### src/design/cng_pkg.sv
// Shared types, command encodings and fixed-point constants for the colored noise generator.
// No dependencies; imported by cng_ctrl, cng_datapath, colored_noise_generator, cng_checker and tb_top.

package cng_pkg;

  localparam int FRAC_BITS = 24;
  localparam int OUT_FRAC  = 23;
  localparam int SAMPLE_W  = 28;
  localparam int SEED_W    = 32;
  localparam int KIND_W    = 2;
  localparam int CFG_IDX_W = 2;
  localparam int CFG_W     = 32;
  localparam int STEP_W    = 4;

  localparam int Q_W   = 42;
  localparam int RES_W = 40;
  localparam int CNV_W = 48;

  localparam logic [SEED_W-1:0] DEFAULT_SEED = 32'h0123_4567;

  localparam logic [KIND_W-1:0] KIND_NONE  = 2'd0;
  localparam logic [KIND_W-1:0] KIND_WHITE = 2'd1;
  localparam logic [KIND_W-1:0] KIND_PINK  = 2'd2;
  localparam logic [KIND_W-1:0] KIND_BROWN = 2'd3;

  localparam logic [CFG_IDX_W-1:0] CFG_KIND = 2'd0;
  localparam logic [CFG_IDX_W-1:0] CFG_SEED = 2'd1;

  localparam int SH_DN = (FRAC_BITS > OUT_FRAC) ? FRAC_BITS - OUT_FRAC : 0;
  localparam int SH_UP = (FRAC_BITS < OUT_FRAC) ? OUT_FRAC - FRAC_BITS : 0;
  localparam logic signed [CNV_W-1:0] OUT_RND =
    (FRAC_BITS > OUT_FRAC) ? (CNV_W'(1) << (FRAC_BITS - OUT_FRAC - 1)) : '0;
  localparam logic signed [63:0] Q_HALF = 64'(1) << (FRAC_BITS - 1);

  function automatic logic [31:0] coef(input logic [63:0] k30);
    logic [63:0] t;
    t = (k30 + (64'(1) << (29 - FRAC_BITS))) >> (30 - FRAC_BITS);
    return t[31:0];
  endfunction

  localparam logic [31:0] C_SLOW_POLE = coef(64'd1071218531);
  localparam logic [31:0] C_SLOW_IN   = coef(64'd106349833);
  localparam logic [31:0] C_MID_POLE  = coef(64'd1034013377);
  localparam logic [31:0] C_MID_IN    = coef(64'd318382060);
  localparam logic [31:0] C_FAST_POLE = coef(64'd612032840);
  localparam logic [31:0] C_FAST_IN   = coef(64'd1130318677);
  localparam logic [31:0] C_DIRECT    = coef(64'd198427489);
  localparam logic [31:0] C_PINK_GAIN = coef(64'd236223201);
  localparam logic [31:0] C_BROWN_IN  = coef(64'd21474836);
  localparam logic [31:0] C_BROWN_INV = coef(64'd1052688063);

  typedef enum logic [3:0] {
    MUL_SLOW_POLE,
    MUL_SLOW_IN,
    MUL_MID_POLE,
    MUL_MID_IN,
    MUL_FAST_POLE,
    MUL_FAST_IN,
    MUL_DIRECT,
    MUL_PINK_GAIN,
    MUL_BROWN_IN,
    MUL_BROWN_INV
  } mul_op_t;

  typedef enum logic [2:0] {
    ACC_NONE,
    ACC_LOAD_Q,
    ACC_ADD_Q,
    ACC_SUM3_Q,
    ACC_BROWN_Q
  } acc_op_t;

  typedef enum logic [3:0] {
    ST_NONE,
    ST_SLOW,
    ST_MID,
    ST_FAST,
    ST_SUM,
    ST_BROWN,
    ST_RES_Q,
    ST_RES_W,
    ST_RES_BROWN,
    ST_RES_ZERO
  } store_t;

  typedef struct packed {
    logic    start;
    mul_op_t mul_op;
    acc_op_t acc_op;
    store_t  store;
    logic    out_load;
  } cng_cmd_t;

  typedef struct packed {
    logic [KIND_W-1:0] kind;
    logic              out_hold;
  } cng_sts_t;

endpackage

### src/design/colored_noise_generator.sv
// Top level of the colored noise generator: joins the sequencer and the datapath.
// Depends on cng_pkg, cng_ctrl and cng_datapath.
//
//   channel  ports                                       item accepted when
//   in       in_valid, in_stall, in_restart              in_valid && !in_stall
//   out      out_valid, out_stall, out_sample            out_valid && !out_stall
//   cfg      cfg_we, cfg_index, cfg_data                 cfg_we
//
// One item at a time through a single shared 32x32 multiplier, from accept to output load:
// pink mode steps through the slow, mid and fast filters, sum and gain; brown mode through
// its input and inverse multiplies; none and white mode store the result directly. A new
// item is taken while the last result waits in the output register; a stalled output holds
// the finished item in its final step. Synchronous active-low reset returns kind to none,
// the seed and generator to 0x1234567 and clears the filters.

module colored_noise_generator
  import cng_pkg::*;
(
  input  logic                       clk,
  input  logic                       rst_n,
  input  logic                       in_valid,
  output logic                       in_stall,
  input  logic                       in_restart,
  output logic                       out_valid,
  input  logic                       out_stall,
  output logic signed [SAMPLE_W-1:0] out_sample,
  input  logic                       cfg_we,
  input  logic [CFG_IDX_W-1:0]       cfg_index,
  input  logic [CFG_W-1:0]           cfg_data
);

  cng_cmd_t cmd;
  cng_sts_t sts;

  cng_ctrl u_ctrl (
    .clk      (clk),
    .rst_n    (rst_n),
    .in_valid (in_valid),
    .in_stall (in_stall),
    .sts      (sts),
    .cmd      (cmd)
  );

  cng_datapath u_datapath (
    .clk        (clk),
    .rst_n      (rst_n),
    .cmd        (cmd),
    .sts        (sts),
    .cfg_we     (cfg_we),
    .cfg_index  (cfg_index),
    .cfg_data   (cfg_data),
    .in_restart (in_restart),
    .out_stall  (out_stall),
    .out_valid  (out_valid),
    .out_sample (out_sample)
  );

endmodule

### src/design/cng_ctrl.sv
// Sequencer for the colored noise generator: accepts requests and steps the datapath.
// Depends on cng_pkg for the command and status structs.

module cng_ctrl
  import cng_pkg::*;
(
  input  logic     clk,
  input  logic     rst_n,
  input  logic     in_valid,
  output logic     in_stall,
  input  cng_sts_t sts,
  output cng_cmd_t cmd
);

  typedef enum logic [2:0] {
    S_IDLE = 3'b001,
    S_RUN  = 3'b010,
    S_EMIT = 3'b100
  } state_t;

  state_t            state_r, state_nxt;
  logic [STEP_W-1:0] step_r, step_nxt;
  logic              last;

  always_ff @(posedge clk) begin
    if (!rst_n) begin
      state_r <= S_IDLE;
      step_r  <= '0;
    end else begin
      state_r <= state_nxt;
      step_r  <= step_nxt;
    end
  end

  assign in_stall = (state_r != S_IDLE);

  always_comb begin
    cmd       = '{start: 1'b0, mul_op: MUL_SLOW_POLE, acc_op: ACC_NONE,
                  store: ST_NONE, out_load: 1'b0};
    last      = 1'b0;
    state_nxt = state_r;
    step_nxt  = step_r;
    unique case (state_r)
      S_IDLE: begin
        if (in_valid) begin
          cmd.start = 1'b1;
          state_nxt = S_RUN;
          step_nxt  = '0;
        end
      end
      S_RUN: begin
        unique case (sts.kind)
          KIND_NONE: begin
            cmd.store = ST_RES_ZERO;
            last      = 1'b1;
          end
          KIND_WHITE: begin
            cmd.store = ST_RES_W;
            last      = 1'b1;
          end
          KIND_PINK: begin
            case (step_r)
              4'd0: cmd.mul_op = MUL_SLOW_POLE;
              4'd1: begin
                cmd.mul_op = MUL_SLOW_IN;
                cmd.acc_op = ACC_LOAD_Q;
              end
              4'd2: begin
                cmd.mul_op = MUL_MID_POLE;
                cmd.acc_op = ACC_ADD_Q;
                cmd.store  = ST_SLOW;
              end
              4'd3: begin
                cmd.mul_op = MUL_MID_IN;
                cmd.acc_op = ACC_LOAD_Q;
              end
              4'd4: begin
                cmd.mul_op = MUL_FAST_POLE;
                cmd.acc_op = ACC_ADD_Q;
                cmd.store  = ST_MID;
              end
              4'd5: begin
                cmd.mul_op = MUL_FAST_IN;
                cmd.acc_op = ACC_LOAD_Q;
              end
              4'd6: begin
                cmd.mul_op = MUL_DIRECT;
                cmd.acc_op = ACC_ADD_Q;
                cmd.store  = ST_FAST;
              end
              4'd7: begin
                cmd.acc_op = ACC_SUM3_Q;
                cmd.store  = ST_SUM;
              end
              4'd8: cmd.mul_op = MUL_PINK_GAIN;
              default: begin
                cmd.store = ST_RES_Q;
                last      = 1'b1;
              end
            endcase
          end
          KIND_BROWN: begin
            case (step_r)
              4'd0: cmd.mul_op = MUL_BROWN_IN;
              4'd1: begin
                cmd.acc_op = ACC_BROWN_Q;
                cmd.store  = ST_SUM;
              end
              4'd2: cmd.mul_op = MUL_BROWN_INV;
              4'd3: begin
                cmd.acc_op = ACC_LOAD_Q;
                cmd.store  = ST_BROWN;
              end
              default: begin
                cmd.store = ST_RES_BROWN;
                last      = 1'b1;
              end
            endcase
          end
        endcase
        if (last) begin
          state_nxt = S_EMIT;
        end else begin
          step_nxt = step_r + STEP_W'(1);
        end
      end
      S_EMIT: begin
        if (!sts.out_hold) begin
          cmd.out_load = 1'b1;
          state_nxt    = S_IDLE;
        end
      end
      default: state_nxt = S_IDLE;
    endcase
  end

endmodule

### src/design/cng_datapath.sv
// Datapath: configuration registers, xorshift generator, filter state, shared multiplier,
// accumulator and output register. Depends on cng_pkg; driven by cng_ctrl commands.

module cng_datapath
  import cng_pkg::*;
(
  input  logic                       clk,
  input  logic                       rst_n,
  input  cng_cmd_t                   cmd,
  output cng_sts_t                   sts,
  input  logic                       cfg_we,
  input  logic [CFG_IDX_W-1:0]       cfg_index,
  input  logic [CFG_W-1:0]           cfg_data,
  input  logic                       in_restart,
  input  logic                       out_stall,
  output logic                       out_valid,
  output logic signed [SAMPLE_W-1:0] out_sample
);

  logic [KIND_W-1:0]         kind_r, kind_nxt;
  logic [SEED_W-1:0]         seed_r, seed_nxt;
  logic [31:0]               rng_r, rng_nxt;
  logic signed [31:0]        slow_r, slow_nxt;
  logic signed [31:0]        mid_r, mid_nxt;
  logic signed [31:0]        fast_r, fast_nxt;
  logic signed [31:0]        brown_r, brown_nxt;
  logic signed [31:0]        w_r, w_nxt;
  logic signed [31:0]        sum_r, sum_nxt;
  logic signed [63:0]        p_r, p_nxt;
  logic signed [Q_W-1:0]     acc_r, acc_nxt;
  logic signed [RES_W-1:0]   res_r, res_nxt;
  logic                      out_valid_r, out_valid_nxt;
  logic signed [SAMPLE_W-1:0] out_sample_r, out_sample_nxt;

  logic [31:0]               rng_base;
  logic signed [31:0]        mul_a;
  logic signed [31:0]        mul_c;
  logic signed [63:0]        q_full;
  logic signed [Q_W-1:0]     q;
  logic signed [Q_W-1:0]     acc_base;
  logic signed [31:0]        acc_sat;
  logic signed [RES_W-1:0]   brown_ext;
  logic signed [CNV_W-1:0]   cnv_in;
  logic signed [CNV_W-1:0]   cnv;

  function automatic logic [31:0] xorshift(input logic [31:0] x);
    logic [31:0] t;
    t = x ^ (x << 13);
    t = t ^ (t >> 17);
    t = t ^ (t << 5);
    return t;
  endfunction

  function automatic logic signed [31:0] sat32(input logic signed [Q_W-1:0] v);
    if (v > Q_W'(64'sd2147483647)) begin
      return 32'sh7FFF_FFFF;
    end else if (v < -Q_W'(64'sd2147483648)) begin
      return 32'sh8000_0000;
    end
    return v[31:0];
  endfunction

  // config and generator state
  always_comb begin
    kind_nxt = kind_r;
    seed_nxt = seed_r;
    if (cfg_we) begin
      unique case (cfg_index)
        CFG_KIND: kind_nxt = cfg_data[KIND_W-1:0];
        CFG_SEED: seed_nxt = cfg_data[SEED_W-1:0];
        default:  ;
      endcase
    end
  end

  always_comb begin
    rng_base = rng_r;
    if (in_restart) begin
      rng_base = (seed_r != '0) ? seed_r : DEFAULT_SEED;
    end
    rng_nxt = rng_r;
    w_nxt   = w_r;
    if (cmd.start) begin
      rng_nxt = (kind_r != KIND_NONE) ? xorshift(rng_base) : rng_base;
      w_nxt   = $signed(rng_nxt) >>> (31 - FRAC_BITS);
    end
  end

  // shared multiplier
  always_comb begin
    mul_a = slow_r;
    mul_c = C_SLOW_POLE;
    case (cmd.mul_op)
      MUL_SLOW_POLE: begin mul_a = slow_r; mul_c = C_SLOW_POLE; end
      MUL_SLOW_IN:   begin mul_a = w_r;    mul_c = C_SLOW_IN;   end
      MUL_MID_POLE:  begin mul_a = mid_r;  mul_c = C_MID_POLE;  end
      MUL_MID_IN:    begin mul_a = w_r;    mul_c = C_MID_IN;    end
      MUL_FAST_POLE: begin mul_a = fast_r; mul_c = C_FAST_POLE; end
      MUL_FAST_IN:   begin mul_a = w_r;    mul_c = C_FAST_IN;   end
      MUL_DIRECT:    begin mul_a = w_r;    mul_c = C_DIRECT;    end
      MUL_PINK_GAIN: begin mul_a = sum_r;  mul_c = C_PINK_GAIN; end
      MUL_BROWN_IN:  begin mul_a = w_r;    mul_c = C_BROWN_IN;  end
      MUL_BROWN_INV: begin mul_a = sum_r;  mul_c = C_BROWN_INV; end
      default:       ;
    endcase
    p_nxt = mul_a * mul_c;
  end

  // round half up by FRAC_BITS, then accumulate
  assign q_full = (p_r + Q_HALF) >>> FRAC_BITS;
  assign q      = q_full[Q_W-1:0];

  always_comb begin
    case (cmd.acc_op)
      ACC_ADD_Q:   acc_base = acc_r;
      ACC_SUM3_Q:  acc_base = Q_W'(slow_r) + Q_W'(mid_r) + Q_W'(fast_r);
      ACC_BROWN_Q: acc_base = Q_W'(brown_r);
      default:     acc_base = '0;
    endcase
    acc_nxt = (cmd.acc_op == ACC_NONE) ? acc_r : acc_base + q;
    acc_sat = sat32(acc_nxt);
  end

  assign brown_ext = RES_W'(brown_r);

  always_comb begin
    slow_nxt  = slow_r;
    mid_nxt   = mid_r;
    fast_nxt  = fast_r;
    brown_nxt = brown_r;
    sum_nxt   = sum_r;
    res_nxt   = res_r;
    if (cmd.start && in_restart) begin
      slow_nxt  = '0;
      mid_nxt   = '0;
      fast_nxt  = '0;
      brown_nxt = '0;
    end
    case (cmd.store)
      ST_SLOW:      slow_nxt  = acc_sat;
      ST_MID:       mid_nxt   = acc_sat;
      ST_FAST:      fast_nxt  = acc_sat;
      ST_SUM:       sum_nxt   = acc_sat;
      ST_BROWN:     brown_nxt = acc_sat;
      ST_RES_Q:     res_nxt   = q[RES_W-1:0];
      ST_RES_W:     res_nxt   = RES_W'(w_r);
      ST_RES_BROWN: res_nxt   = (brown_ext <<< 3) + (brown_ext <<< 2);
      ST_RES_ZERO:  res_nxt   = '0;
      default:      ;
    endcase
  end

  // convert to Q4.23 with rounding and saturation
  always_comb begin
    cnv_in = CNV_W'(res_r);
    if (FRAC_BITS > OUT_FRAC) begin
      cnv = (cnv_in + OUT_RND) >>> SH_DN;
    end else begin
      cnv = cnv_in <<< SH_UP;
    end
    if (cnv > CNV_W'(64'sd134217727)) begin
      out_sample_nxt = 28'sh7FF_FFFF;
    end else if (cnv < -CNV_W'(64'sd134217728)) begin
      out_sample_nxt = 28'sh800_0000;
    end else begin
      out_sample_nxt = cnv[SAMPLE_W-1:0];
    end
    if (!cmd.out_load) begin
      out_sample_nxt = out_sample_r;
    end
  end

  always_comb begin
    out_valid_nxt = out_valid_r;
    if (cmd.out_load) begin
      out_valid_nxt = 1'b1;
    end else if (!out_stall) begin
      out_valid_nxt = 1'b0;
    end
  end

  always_ff @(posedge clk) begin
    if (!rst_n) begin
      kind_r      <= KIND_NONE;
      seed_r      <= DEFAULT_SEED;
      rng_r       <= DEFAULT_SEED;
      slow_r      <= '0;
      mid_r       <= '0;
      fast_r      <= '0;
      brown_r     <= '0;
      out_valid_r <= 1'b0;
    end else begin
      kind_r      <= kind_nxt;
      seed_r      <= seed_nxt;
      rng_r       <= rng_nxt;
      slow_r      <= slow_nxt;
      mid_r       <= mid_nxt;
      fast_r      <= fast_nxt;
      brown_r     <= brown_nxt;
      out_valid_r <= out_valid_nxt;
    end
  end

  always_ff @(posedge clk) begin
    w_r          <= w_nxt;
    sum_r        <= sum_nxt;
    p_r          <= p_nxt;
    acc_r        <= acc_nxt;
    res_r        <= res_nxt;
    out_sample_r <= out_sample_nxt;
  end

  assign sts.kind     = kind_r;
  assign sts.out_hold = out_valid_r & out_stall;
  assign out_valid    = out_valid_r;
  assign out_sample   = out_sample_r;

endmodule

### config.mk
export PLATFORM = sky130hd
export DESIGN_NAME = colored_noise_generator
export DESIGN_NICKNAME = d
export VERILOG_FILES = /design/src/design/cng_pkg.sv /design/src/design/colored_noise_generator.sv /design/src/design/cng_ctrl.sv /design/src/design/cng_datapath.sv
export SDC_FILE = /design/constraint.sdc
export NUM_CORES = 2
export LEC_CHECK = 0
export CORE_MARGIN = 3
export CORE_UTILIZATION = 25
export CTS_BUF_LIST = sky130_fd_sc_hd__clkbuf_2
export DETAILED_ROUTE_END_ITERATION = 10
export DONT_BUFFER_PORTS = 1
export HOLD_SLACK_MARGIN = 0.12
export PLACE_DENSITY = 0.5
export SYNTH_ARGS = -nofsm -noshare
export SYNTH_HDL_FRONTEND = slang
export SYNTH_SLANG_ARGS = --single-unit
### constraint.sdc
create_clock -name clk -period 12.89 [get_ports clk]
set_input_delay 1.289 -clock clk [delete_from_list [all_inputs] [get_ports clk]]
set_output_delay 1.289 -clock clk [all_outputs]
set_load 0.05 [all_outputs]
==> results.toml <==
[logic_synthesis]
synth_top_area_cell = "fa_1"
syn_nets = 7203
async_flop_share = 0
ys_seq_elements = 404
synthTopCellsByArea = "fa_1 33%, dfxtp_1 11%, inv_1 7.4%"
syn_area_um2 = 52600
synth_top_area_share = 0.326
synth.avg_cell_area_um2 = 8.71
syn_inst = 6040
ys_seq_area_frac = 0.178
synthDistinctLibCells = 94
yosys_warnings = 0
synthFlopType = "dfxtp_1"
synth_edf_count = 125

[drt]
vias_per_cell = 4.87
antenna_left = 0
drt_iter0_drc = 3577
vias = 42986
drt_wl_total_um = 188000
wire_per_inst_um = 21.3
dr.pass1.iters = 6
drc = 0

[setup_path]
crit_family = "adder cells"
end_kind = "register"
crit_required_ps = 13880
cp_num_buf_inv = 6
startpoint_type = "register"
slowest_delay_ps = 740
arrival_ps = 12130
crit_top_cell = "fa_1"
timing_worst_setup_path_type = "register to register"
critPathSlowestCell = "o21ai_1"
cp_max_fo = 72

[place]
dp_cells = 8635
numPortBuffers = 0
place_congestion = 0.958
hpwl_um = 153000
dpl_cell_area_um2 = 55900

[pwr]
vdd_drop_max_mv = 0.0484
power_density_nw_per_um2 = 44.8
power.leakage_nw = 26.8

[timing]
fmax_ghz = 0.0898
hold_violations = 0
setup_tns_ps = 0
max-slew-margin-rel = 0.0362
rsz0062_at_grt = "no"
worst_pin_slew_ps = 1430
skew_ps = 96.3
fin_crit_ps = 11140
setup_viol = 0
slew_viol_final = 0
fin_hold_ws_ps = 285
fin_crit_sh = 0.864

[die]
num_rows = 167
start_util = 0.253
core_area_um2 = 208000
io_pins = 70
chipWidth_um = 465
die_h_um = 465
die_area_um2 = 216000

[clock_tree]
htree_levels = 3
clkSinkCount = 404
root_buffer = "clkbuf_2"
clk_pin_slew_ps = 100
clockBufferDepth = 3
cts_buffers = 104
insertion_delay_ps = 1190
cts_tree = "built"

[global_routing]
grt_pass1_wl_um = 284000
grt_max_degree = 73
antenna_found_initial = 6
grt_usage = 0.172
first_global_vias = 44280
globalRoute.totalOverflow = 0

[finish]
layout-drive-gt1-share = 0.0626
area.sequential_um2 = 9340
final_area_um2 = 57000
fin_nets = 7124
multi_input_area_um2 = 38500
fin_cells = 8834
fillCellCount = 22632
area_growth_pct = 8.30

[min_path]
min_path_type = "primary input to register"

[run]
max_cap_violations = 0

[outcome]
status = "finished, final reports clean"
[cells by family (layout without fill, tap and decap cells)]
family	Yosys count	in the layout	share of synthesized area
AO/OA/AOI/OAI	1062	1062	0.135
AND/OR/NAND/NOR	1808	1808	0.148
adder cells (fa/ha/maj)	1123	1123	0.389
multiplexers	41	41	0.00790
XOR/XNOR	279	279	0.0464
other	0	4	0
flip-flops	404	404	0.178
buffers and inverters	1323	1325	0.0959
[what timing repair did]
action / CTS / global route
resized for setup: 0 / 0
endpoints found under the hold margin: 8 / 1
hold buffers: 7 / 1
setup buffers: 0 / 0
[cells in the mapped netlist, types with 10 or more instances]
library cell	count
a221oi_1	10
nor4_1	20
fa_1	856
a21o_1	84
edfxtp_1	125
nand3_1	90
nor3_1	45
mux2i_1	37
a21oi_1	250
buf_2	13
o21ai_0	237
o221ai_1	15
xor2_1	111
o21bai_1	26
a22o_1	27
a222oi_1	19
and3_1	36
a31oi_1	18
a31o_2	16
or2_2	31
o21a_1	39
ha_1	267
inv_1	1036
o22a_1	10
nor2b_1	23
and4_1	19
or3_1	13
a211oi_1	20
o21ai_1	21
nand2b_1	21
nand4_1	56
o22ai_1	29
a221o_1	64
buf_1	18
o211ai_1	45
nand2_1	717
xnor2_1	168
a22oi_1	48
dfxtp_1	279
clkbuf_1	244
nor2_1	682
and2_1	19
[worst paths after layout]
path                   startpoint               endpoint  slack [ps]  cells after the start
min reg2reg  u_datapath.rng_r[20]   u_datapath.rng_r[20]         460                      2
min                  cfg_data[13]  u_datapath.seed_r[13]         280                      2
max              u_ctrl.step_r[0]     u_datapath.p_r[62]        1750                     33
max reg2reg      u_ctrl.step_r[0]     u_datapath.p_r[62]        1750                     33
[per-layer routing]
metal,global-route usage,routed length (um),up-vias
met4,0.0609,7580,0
met3,0.0239,11200,300
li1,-,-,19349
met5,0,0,-
met2,0.279,87200,1394
met1,0.233,82400,21943
[placed cells by master (no fill, tap or decap), types with 125 or more instances in the layout]
cell      instances
dfxtp_1         279
inv_1          1035
clkbuf_2        153
ha_1            267
xnor2_1         168
o21ai_0         223
a21oi_1         246
nor2_1          672
nand2_1         716
edfxtp_1        125
fa_1            856
[cell type report]
| class | instances | share of cell area |
|---|---|---|
| clock inverter | 34 | 0.00380 |
| timing repair buffer | 101 | 0.0137 |
| sequential | 404 | 0.164 |
| tap | 2788 | 0.0612 |
| antenna | 4 | 0.000176 |
| inverter | 1037 | 0.0683 |
| multi-input combinational | 4313 | 0.675 |
| clock buffer | 153 | 0.0134 |
[report_power, final]
part | switching, mW | internal (mW)
logic | 0.136 | 0.0766
clock network | 0.578 | 0.378
registers | 0.0502 | 1.33
[sequential cells by signal, indices dropped and copies added (netlist names), 25 cells and up]
signal                 cells
u_datapath.acc_r          42
u_datapath.res_r          40
u_datapath.p_r            35
u_datapath.brown_r        32
u_datapath.fast_r         32
u_datapath.mid_r          32
u_datapath.rng_r          32
u_datapath.seed_r         32
u_datapath.slow_r         32
u_datapath.sum_r          32
u_datapath.out_sample     28
u_datapath.w_r            25
[stage by stage]
step	power, mW	util	worst slack, ps
2_1_floorplan	1.54	-	3340
3_3_place_gp	1.62	0.269	1980
3_5_place_dp	1.62	0.269	1870
4_1_cts	2.59	0.274	1810
5_1_grt	2.68	0.274	929
6_report	2.55	0.274	1750
(Power assumes the default switching activity.)
